`src/pnq_ram.sv`:
```
// Generic single-write, single-read synchronous RAM with registered read data.
// No dependencies.
module pnq_ram #(
  parameter int WIDTH = 8,
  parameter int DEPTH = 256
) (
  input  logic                     clk,
  input  logic                     we,
  input  logic [$clog2(DEPTH)-1:0] waddr,
  input  logic [WIDTH-1:0]         wdata,
  input  logic [$clog2(DEPTH)-1:0] raddr,
  output logic [WIDTH-1:0]         rdata
);

  logic [WIDTH-1:0] mem [DEPTH];

  always_ff @(posedge clk) begin
    if (we) begin
      mem[waddr] <= wdata;
    end
    rdata <= mem[raddr];
  end

endmodule

```
`config.mk`:
```
export PLATFORM = sky130hd
export DESIGN_NAME = pnq_ram
export DESIGN_NICKNAME = d
export VERILOG_FILES = /design/src/pnq_ram.sv
export SDC_FILE = /design/constraint.sdc
export NUM_CORES = 2
export LEC_CHECK = 0
export ABC_AREA = 1
export BUFFER_PORTS_ARGS = -buffer_cell sky130_fd_sc_hd__buf_2
export CORE_MARGIN = 10
export CORE_UTILIZATION = 59
export CTS_BUF_LIST = sky130_fd_sc_hd__clkbuf_8
export CTS_CLUSTER_SIZE = 16
export DETAILED_ROUTE_END_ITERATION = 16
export GPL_ROUTABILITY_DRIVEN = 0
export PLACE_DENSITY = 0.78
export SLEW_MARGIN = 10
export SYNTH_ARGS = -nofsm -noshare
export SYNTH_HDL_FRONTEND = slang
export SYNTH_SLANG_ARGS = --single-unit
export TNS_END_PERCENT = 1
```
`constraint.sdc`:
```
create_clock -name clk -period 1.58 [get_ports clk]
set_input_delay 0.158 -clock clk [delete_from_list [all_inputs] [get_ports clk]]
set_output_delay 0.158 -clock clk [all_outputs]
set_load 0.005 [all_outputs]
```
## Word level (Yosys, flattened, before mapping)

Memories as Yosys holds them, arrays and structs flattened. A register that Yosys moved wholly into a read port is not among the register bits.
Cells that the tools add are included.

- Bits in registers: 0
- Bits in writable memories: 2048
- Input bits: 26
- Output and inout port bits: 8
- Logic and storage cells: 3
- Memories kept: 1

Memories:

| memory | words | bits a word | read ports | clocked after memory_dff | write ports | RTL line | text |
|---|---|---|---|---|---|---|---|
| mem | 256 | 8 | 1 | 1 | 1 | 15 | `logic [WIDTH-1:0] mem [DEPTH];` |

- Muxes and demuxes: 2

Operators with widths:

| operator | count |
|---|---|
| 2-to-1 mux 1 bit | 2 |

## Logic depth before layout (Yosys ltp)

- Depth in word-level cells: 2
- Gate-level depth with buffers: 15
- Mapped depth without buffers: 11

## Least setup slack after synthesis

No wires, ideal clock.

- Kind: input port to flip-flop
- Start: input port we
- End: memory mem[162][0], enable pin
- Library setup time: 0.370 ns
- Data arrival time: 1.279 ns
- Required time: 1.210 ns
- Path slack: -0.069 ns
- Stages on the path: 4
- Path buffers: 2
- Cell sequence: clkbuf_1 nand3_1 clkbuf_1 nor2_1

- Word-level cells in the longest chain between the ends: 2

RTL lines:

| element | RTL line | text |
|---|---|---|
| start: declaration | 8 | `input logic we,` |
| 2-to-1 mux 1 bit | 18 | `if (we) begin` |
| 2-to-1 mux 1 bit (implied by the code) | 19 | `mem[waddr] <= wdata;` |
| end: declaration | 15 |  |

Every way passes these cells.

==> impl_metrics.toml <==
[global_route]
grt_overflow = 0
grt_pass1_wl_um = 347000
grt_use_met1_pct = 37.5
grt_max_degree = 83
use_met2_pct = 45.1
antenna_found_initial = 14
grt.busiest_layer = "met2"
gr-usage-all-layers_pct = 29.0
grtUsageMet3_pct = 8.01
grt_pass1_vias = 57920

[sta]
setup_ws_ns = -0.217
finalCritPeriodShare_pct = 114
grt_setup_unrepaired = "true"
drv_slew = 0
finalClockSkew_ns = 0.0526
fmax_mhz = 557
finalSetupTns_ns = -1.10
hold_violations = 0
max_slew_margin_pct = 60.8
worst_pin_slew_ns = 0.588
setup_viol_count_final = 13
finalCriticalPeriod_ns = 1.80

[detailed_routing]
drc = 0
wl_um = 233000
ant_nets = 0
dr.pass1.iters = 9
vias = 59908
vias_per_cell = 6.17
drt_iter0_markers = 8436
wl_per_cell_um = 24.0

[power_and_ir_drop]
p_per_area_nw_per_um2 = 1110
leakagePower_uw = 0.0356
power_uw = 107000
vdd_drop_max_mv = 1.03

[logic_synthesis]
synthesis.area_um2 = 83400
ys.flop_type = "edfxtp_1"
synth_cells = 7003
async_flop_share_pct = 0
synth.top_cell.area_share_pct = 73.7
yosysWarnings = 0
synth.distinct_cells = 14
synth_common_cells = "2123 x nand2_1, 2048 x edfxtp_1, 2019 x nand3_1, 283 x nor2_1, 268 x buf_2"
synth_nets = 7029
yosysMostFrequentCell = "nand2_1"
syn_area_per_cell_um2 = 11.9
synth_top_area_cell = "edfxtp_1"
seq_area_frac_synth_pct = 73.9
synth-seq-cells = 2056
synth_area_leaders = "edfxtp_1 74%, nand3_1 12%, nand2_1 9.6%, buf_2 1.6%, nor2_1 1.3%"
synth-edff-count = 2048

[cells_and_area]
syn2layout_area_growth_pct = 16.5
nets = 7640
multi_input_area_um2 = 19700
layout-drive-gt1-share_pct = 15.6
final_cells = 9709
seq_area_um2 = 61700
num-fill-cells = 8851
final_util_pct = 69.4

[die]
num_rows = 137
start_util_pct = 59.5
die_w_um = 396
coreArea_um2 = 140000
fp.dieH_um = 396
pin_count = 34
die_area_um2 = 157000

[run_status]
violations = "negative setup slack"
status = "finished with violations"

[setup_path]
critPathLaunchType = "register"
cp_max_fo = 1
criticalPathCategory = "register to register"
worst_ep_arrival_time_ns = 2.68
required_ns = 2.46
crit_path_end_kind = "register"

[clock_network]
cts_buffers = 320
cts_tree = "yes"
clock_latency_ns = 1.01
cts_buffer_depth = 4
clkSinkCount = 2056
path_clk_slew_ns = 0.07
cts_root_buf = "clkbuf_8"
htree_num_levels = 5

[place]
port_buffers = 33
placed_cells = 9155
hpwl_um = 145000
pre_cts_slack_ns = -0.785

[job]
cap_violations = 0

[worst_hold_path]
hp-class = "input pin to register"
[cells by family (layout without fill, tap and decap cells)]
family	after synthesis	count (layout)	share of synthesized area [%]
flops	2056	2056	73.9
buf+inv	522	1347	3.12
simple gates	4425	4425	22.9
other cells	0	5	0
[layout make-up]
class                           count  area share, %
Tap cell                         1876           2.42
Clock buffer                      332           4.70
Timing Repair Buffer              772           8.04
Multi-Input combinational cell   4425           20.2
Antenna cell                        5         0.0129
Sequential cell                  2056           63.5
Inverter                           39          0.186
Clock inverter                    204          0.877
[stage by stage]
stage                     instance area [um2]  hold slack, ns
after floorplan                         83400           0.257
after global placement                  91000           0.508
after detailed placement                91000           0.509
after CTS                               96800         0.00706
after global routing                    97100          0.0898
final                                   97100          0.0868
[worst max-delay path, cell delays in order, from the launching register on]
cell and delay, ns:
edfxtp_1 0.38, nand2_1 0.08, nand3_1 0.11, nand3_1 0.13
nand3_1 0.17, nand3_2 0.15, nand3_2 0.13, nand3_1 0.12
nand2_1 0.14, nand2_2 0.18, nand2_1 0.07
[layout by cell type (no fill, tap or decap), types with 11 or more instances in the layout]
| cell type | netlist | routed |
|---|---|---|
| inv_1 | 36 | 147 |
| dlygate4sd3_1 | 0 | 13 |
| buf_8 | 1 | 11 |
| buf_2 | 268 | 13 |
| nand3_1 | 2019 | 1925 |
| nor2_1 | 283 | 283 |
| buf_4 | 46 | 575 |
| nand3_2 | 0 | 89 |
| edfxtp_1 | 2048 | 2048 |
| nand2_1 | 2123 | 2117 |
| clkbuf_8 | 0 | 332 |
| buf_12 | 0 | 152 |
| clkinv_1 | 0 | 75 |
[final timing paths]
kind / startpoint / end / slack [ns] / cells past startpoint
max: mem[211][0] / rdata[0] / -0.22 / 10
min: waddr[6] / mem[11][4] / 0.09 / 7
max reg2reg: mem[211][0] / rdata[0] / -0.22 / 10
min reg2reg: mem[20][0] / rdata[0] / 1.02 / 10
[power by group]
| part | leakage, uW | internal, uW | switching, uW | total, uW |
|---|---|---|---|---|
| Sequential | 0.0185 | 60100 | 111 | 60200 |
| Clock | 0.00317 | 19600 | 19500 | 39100 |
| Combinational | 0.0139 | 2510 | 5570 | 8080 |
[layer usage]
metal  up-vias  share of wire, %  routed length (um)
met5         -             0.051                 118
met1     28418                34               80300
met3       843                14               32000
li1      26117                 -                   -
met2      4512                46              108000
met4        18               5.5               12700
[sequential cells by signal, indices dropped and copies added (netlist names)]
signal and count:
mem 2048, rdata 8
[what timing repair did]
action                                 in CTS  in global routing
endpoints found under the hold margin    2148                  0
cloned                                      0                  0
gates resized for setup                    72                 61
setup endpoints to repair                  16                 16
hold buffers                               13                  0
buffers inserted                            0                  0
pin swaps                                   2                  5
(Power assumes the default switching activity.)
