<file path="src/pnq_pkg.sv">
// Package for the palette nearest color quantizer.
// Holds the state and command encodings, widths, the search control struct and the RGB565 key.
// No dependencies.
package pnq_pkg;

  localparam int COLOR_W       = 24;
  localparam int IDX_W         = 8;
  localparam int MEMO_KEY_BITS = 16;
  localparam int EPOCH_W       = 8;
  localparam int MEMO_W        = EPOCH_W + IDX_W;
  localparam int DIST_W        = 18;
  localparam int CFG_AW        = 3;
  localparam int CFG_DW        = 32;

  localparam logic [EPOCH_W-1:0] EPOCH_FIRST = EPOCH_W'(1);
  localparam logic [EPOCH_W-1:0] EPOCH_NONE  = '0;
  localparam logic               REG_FIRST_SEARCHED = 1'b0;

  typedef enum logic [1:0] {
    CMD_LOAD  = 2'd0,
    CMD_START = 2'd1,
    CMD_PIXEL = 2'd2
  } pnq_cmd_t;

  typedef enum logic [2:0] {
    ST_CLEAR,
    ST_IDLE,
    ST_LOOKUP,
    ST_SCAN,
    ST_DRAIN,
    ST_EMIT
  } pnq_state_t;

  typedef struct packed {
    logic             init;
    logic             issue;
    logic [IDX_W-1:0] idx;
  } pnq_scan_t;

  function automatic logic [MEMO_KEY_BITS-1:0] key565(input logic [COLOR_W-1:0] c);
    return {c[23:19], c[15:10], c[7:3]};
  endfunction

endpackage

</file>
<file path="src/pnq_search.sv">
// Distance pipeline and running minimum for the palette scan.
// Depends on pnq_pkg; fed by the palette RAM read port.
module pnq_search
  import pnq_pkg::*;
(
  input  logic               clk,
  input  logic               rst_n,
  input  pnq_scan_t          scan,
  input  logic [COLOR_W-1:0] pal_rdata,
  input  logic [COLOR_W-1:0] pixel,
  output logic [IDX_W-1:0]   best_idx,
  output logic               busy
);

  logic              rd_vld_r;
  logic [IDX_W-1:0]  rd_idx_r;
  logic              dist_vld_r;
  logic [IDX_W-1:0]  dist_idx_r;
  logic [DIST_W-1:0] dist_r;
  logic [DIST_W-1:0] best_d_r;
  logic [IDX_W-1:0]  best_idx_r;

  logic [7:0]        dr, dg, db;
  logic [15:0]       sr, sg, sb;
  logic [DIST_W-1:0] dist_nxt;

  function automatic logic [7:0] absdiff(input logic [7:0] a, input logic [7:0] b);
    return (a > b) ? a - b : b - a;
  endfunction

  always_comb begin
    dr = absdiff(pal_rdata[23:16], pixel[23:16]);
    dg = absdiff(pal_rdata[15:8], pixel[15:8]);
    db = absdiff(pal_rdata[7:0], pixel[7:0]);
    sr = 16'(dr) * 16'(dr);
    sg = 16'(dg) * 16'(dg);
    sb = 16'(db) * 16'(db);
    dist_nxt = DIST_W'(sr) + DIST_W'(sg) + DIST_W'(sb);
  end

  always_ff @(posedge clk) begin
    if (!rst_n) begin
      rd_vld_r   <= 1'b0;
      dist_vld_r <= 1'b0;
    end else begin
      rd_vld_r   <= scan.issue;
      dist_vld_r <= rd_vld_r;
    end
  end

  always_ff @(posedge clk) begin
    rd_idx_r   <= scan.idx;
    dist_idx_r <= rd_idx_r;
    dist_r     <= dist_nxt;
    if (scan.init) begin
      best_d_r   <= '1;
      best_idx_r <= '0;
    end else if (dist_vld_r && (dist_r < best_d_r)) begin
      best_d_r   <= dist_r;
      best_idx_r <= dist_idx_r;
    end
  end

  assign best_idx = best_idx_r;
  assign busy     = rd_vld_r | dist_vld_r;

endmodule

</file>
<file path="config.mk">
export PLATFORM = sky130hd
export DESIGN_NAME = pnq_search
export DESIGN_NICKNAME = d
export VERILOG_FILES = /design/src/pnq_pkg.sv /design/src/pnq_search.sv
export SDC_FILE = /design/constraint.sdc
export NUM_CORES = 1
export LEC_CHECK = 0
export ABC_AREA = 1
export BUFFER_PORTS_ARGS = -buffer_cell sky130_fd_sc_hd__buf_2
export CORE_UTILIZATION = 45
export CTS_CLUSTER_SIZE = 28
export DETAILED_ROUTE_END_ITERATION = 8
export GPL_TIMING_DRIVEN = 0
export PLACE_DENSITY_LB_ADDON = 0.3
export SETUP_SLACK_MARGIN = 0.05
export SLEW_MARGIN = 0
export SYNTH_ARGS = -nofsm -noshare
export SYNTH_HDL_FRONTEND = slang
export SYNTH_SLANG_ARGS = --single-unit
</file>
<file path="constraint.sdc">
create_clock -name clk -period 20.2 [get_ports clk]
set_input_delay 1.01 -clock clk [delete_from_list [all_inputs] [get_ports clk]]
set_output_delay 1.01 -clock clk [all_outputs]
set_load 0.02 [all_outputs]
</file>
======== Word-level counts from Yosys, hierarchy flattened ========
Index checks and enable logic that the tools add are counted.
cells by class
  $lt $le $gt $ge ......................... 4
  bitwise gates (word level) .............. 1
  reduce and logical (&&, ||, !) cells .... 1
  mux-type cells .......................... 3
  $add $sub $neg .......................... 8
  multipliers ............................. 3
operator list
  cell               count
  $mul 8x8->16       3
  $sub 8x8->8        6
  $gt 8x8->1         3
  $mux 8             3
  $add 17x16->18     1
  $lt 18x18->1       1
  $add 16x16->17     1
  $logic_and 1x1->1  1
  $or 1x1->1         1
word-level totals
  input bits .............................. 60
  word-level logic and storage cells ...... 27
  output and inout port bits .............. 9
  bits in registers ....................... 62

======== Depth between registers and ports, before layout ========
  depth after elaboration ................. 5
  mapped depth ............................ 37
  mapped depth without buffers ............ 37

======== Worst setup path before layout ========
No wires, ideal clock.
  path type ............................... input port to flip-flop
  start ................................... input pal_rdata[0]
  end ..................................... register dist_r[16]
  required time ........................... 20.088 ns
  path buffers ............................ 0
  path slack .............................. 12.785 ns
  stages .................................. 31
  setup time .............................. 0.112 ns
  arrival time ............................ 7.302 ns
  path through ............................ inv_1 > ha_1 > inv_1 > fa_1 > nand3_1 > nand2_1 > nand2_1 > nand2_1 > nand2_4 > inv_2 > nand2_1 > nand2_2 > nor2_1 > inv_1 > fa_1 > fa_1 > fa_1 > fa_1 > inv_1 > fa_1 > fa_1 > inv_1 > fa_1 > inv_1 > ha_1 > a21oi_1 > a21boi_0 > nand3b_1 > nand2_1 > nand2_1 > nand2_1
on the way
  cells in the longest elaborated chain, start to end .. 4
  elaborated cells between the ends (all ways) .. 6
  classes of those cells .................. add/sub: 3; mul: 1; order compare: 1; mux: 1
ends and longest elaborated chain
  what                                              line              text
  from (decl)                                       pnq_search.sv:9   input logic [COLOR_W-1:0] pal_rdata,
  $sub 8x8->8 / $gt 8x8->1 (equally long branches)  pnq_search.sv:28  return (a > b) ? a - b : b - a;
  $mux 8 (*)                                        pnq_search.sv:28
  $mul 8x8->16 (*)                                  pnq_search.sv:37  sb = 16'(db) * 16'(db);
  $add 17x16->18 (*)                                pnq_search.sv:38  dist_nxt = DIST_W'(sr) + DIST_W'(sg) + DIST_W'(sb);
  net dist_nxt[16]                                  pnq_search.sv:25  logic [DIST_W-1:0] dist_nxt;
  to (signal assigned)                              pnq_search.sv:54  dist_r <= dist_nxt;
  to (decl)                                         pnq_search.sv:19  logic [DIST_W-1:0] dist_r;
The timed path passes the listed nets; every way through them passes the cells marked *.
A chain may end at the register's enable or synchronous reset.

======== Worst setup path after layout ========
Ends and elaborated chain as after synthesis.

==> flow_summary.toml <==
[outcome]
outcome = "finished with violations"
violations = "design-rule violations"

[timing]
tns_ns = 0
fin_skew_ns = 0.00474
drv_slew = 0
tightest_slew_ns = 0.527
grt_setup_unrepaired = "no"
finalSetupViolations = 0
period_share = 0.396
fmax_mhz = 125
fin_crit_ns = 8.01
setup_ws_ns = 12.19
hold_viol_final = 0
relSlewSlack = 0.648

[routing]
ant_nets = 0
wirelength_mm = 19.8
wl_per_cell_um = 11.8
num_vias = 8039
drt_iter0_drc = 355
drc = 2
first_pass_iters = 7
via_per_inst = 4.78

[global_routing]
grt_first_pass_wirelength_mm = 35.3
grt_max_degree = 12
grt-ovfl-total = 0
first_global_vias = 8076
grt_usage = 0.184
antenna_found_initial = 0

[synthesis]
yosysTopAreaCell = "fa_1"
syn_avg_cell_area_sq_um = 7.70
ys_seq_elements = 62
synth_nets = 1655
yosysWarnings = 0
ys_top_cells_by_area = "fa_1 (27%), ha_1 (17%), inv_1 (12%)"
synthCells = 1318
ys_seq_area_frac = 0.122
syn_area_sq_mm = 0.0102
yosysUniqueCellTypes = 37
synth_top_area_share = 0.272

[worst_setup_path]
crit_type = "in -> reg"
cp.arrival_ns = 8.22
rrSetupSlack_ns = 18.17
cpMostUsedCell = "nand2_1"
slowest_delay_ns = 0.55
cpMaxStageDelayCell = "fa_1"
critical_path_required_ns = 20.41
crit_path_end_kind = "register"
cp_num_buf_inv = 8
startpoint_type = "input pin"
crit_fanout = 10
cp_top_family = "adder cells"

[placement]
gp_congestion = 0.848
port_buffers = 68
place_inst = 1666
place_area_sq_mm = 0.0108
dpl.hpwl_mm = 17.4
pre_cts_slack_ns = 11.84

[cells_and_area]
area_growth_syn_to_layout_pct = 9.86
fin_cells = 1682
final_common_cell = "inv_1"
n_fill_cell = 2140
mostFrequentLayoutCells = "inv_1 (333), nand2_1 (232), ha_1 (139), fa_1 (138), nor2_1 (104)"
stdcell_area_sq_mm = 0.0112
drive_above_1_share = 0.118
multi_input_area_sq_mm = 0.00749
antenna_cells = 0
seqCellArea_sq_mm = 0.00124
fin_nets = 1734

[cts]
h-tree-depth = 3
cts_root_buf = "clkbuf_16"
numCtsBuffers = 9
cts_resized = 0
cts_tree = "yes"
post_cts_buffers = 0
cts.sinks = 62
clk_pin_slew_ns = 0.05
clockBufferDepth = 2
ctsHoldBuffers = 0
worst_skew_pair.late_latency_ns = 0.32

[die]
rows = 54
die_area_sq_mm = 0.0232
fp.dieH_um = 152
die_x_um = 152
pin_count = 69
coreArea_sq_mm = 0.0220
initial_utilization = 0.462

[worst_hold_path]
min_path_type = "reg -> reg"

[run]
drv_cap = 0
-- final timing paths --
check,start,to,cells after the start
worst max-delay path,pal_rdata[0],dist_r[16],30
worst min-delay path,rd_idx_r[4],dist_idx_r[4],0
worst max register to register,best_d_r[5],best_d_r[14],9
worst min register to register,rd_idx_r[4],dist_idx_r[4],0
-- cell usage after synthesis (all sizes together) --
library cell / n
a211oi: 1
a21boi: 1
a21o: 3
a21oi: 52
and2: 1
buf: 11
clkbuf: 5
clkinv: 1
dfxtp: 62
fa: 138
ha: 139
inv: 353
nand2: 259
nand3: 75
nand3b: 10
nand4: 10
nor2: 120
nor3: 4
o211ai: 1
o21a: 7
o21ai: 20
o21bai: 10
or2: 2
xnor2: 13
xor2: 20
-- cells by family (layout without fill, tap and decap cells) --
logic type | Yosys count | in the layout | share of synthesized area
and+or+nand+nor | 481 | 481 | 0.211
xor gates and xnor gates | 33 | 33 | 0.0285
buffers and inverters | 370 | 454 | 0.140
adders and majority gates | 277 | 277 | 0.443
DFF | 62 | 62 | 0.122
AOI/OAI and AO/OA | 95 | 95 | 0.0547
-- layer usage --
layer,track usage,part of all wire,up-vias
met3,0.0259,0.035,12
met2,0.330,0.49,116
met1,0.236,0.46,3813
met4,0.0345,0.0099,0
met5,0,0,-
li1,-,-,4098
-- sequential cells by signal (all words and copies together), names as in the netlist --
name        count
dist_vld_r      1
rd_idx_r        8
dist_idx_r      8
dist_r         18
best_d_r       18
best_idx        8
rd_vld_r        1
-- per-stage QoR --
step                hold WS, ns   util
floorplan                 0.310      -
global placement          0.310  0.494
detailed placement        0.312  0.494
CTS                       0.324  0.508
global route              0.329  0.508
finish                    0.321  0.508
-- area by class of cell --
cell class / instances / area share
buffer: 16 / 0.00763
clock buffer: 11 / 0.0227
clock inverter: 5 / 0.00516
inverter: 354 / 0.120
multi-input combinational: 886 / 0.672
sequential: 62 / 0.111
tap: 280 / 0.0314
timing repair buffer: 68 / 0.0305
Power is not shown: default switching activity piles up to over one toggle a cycle in this logic, so the estimate is an artifact.
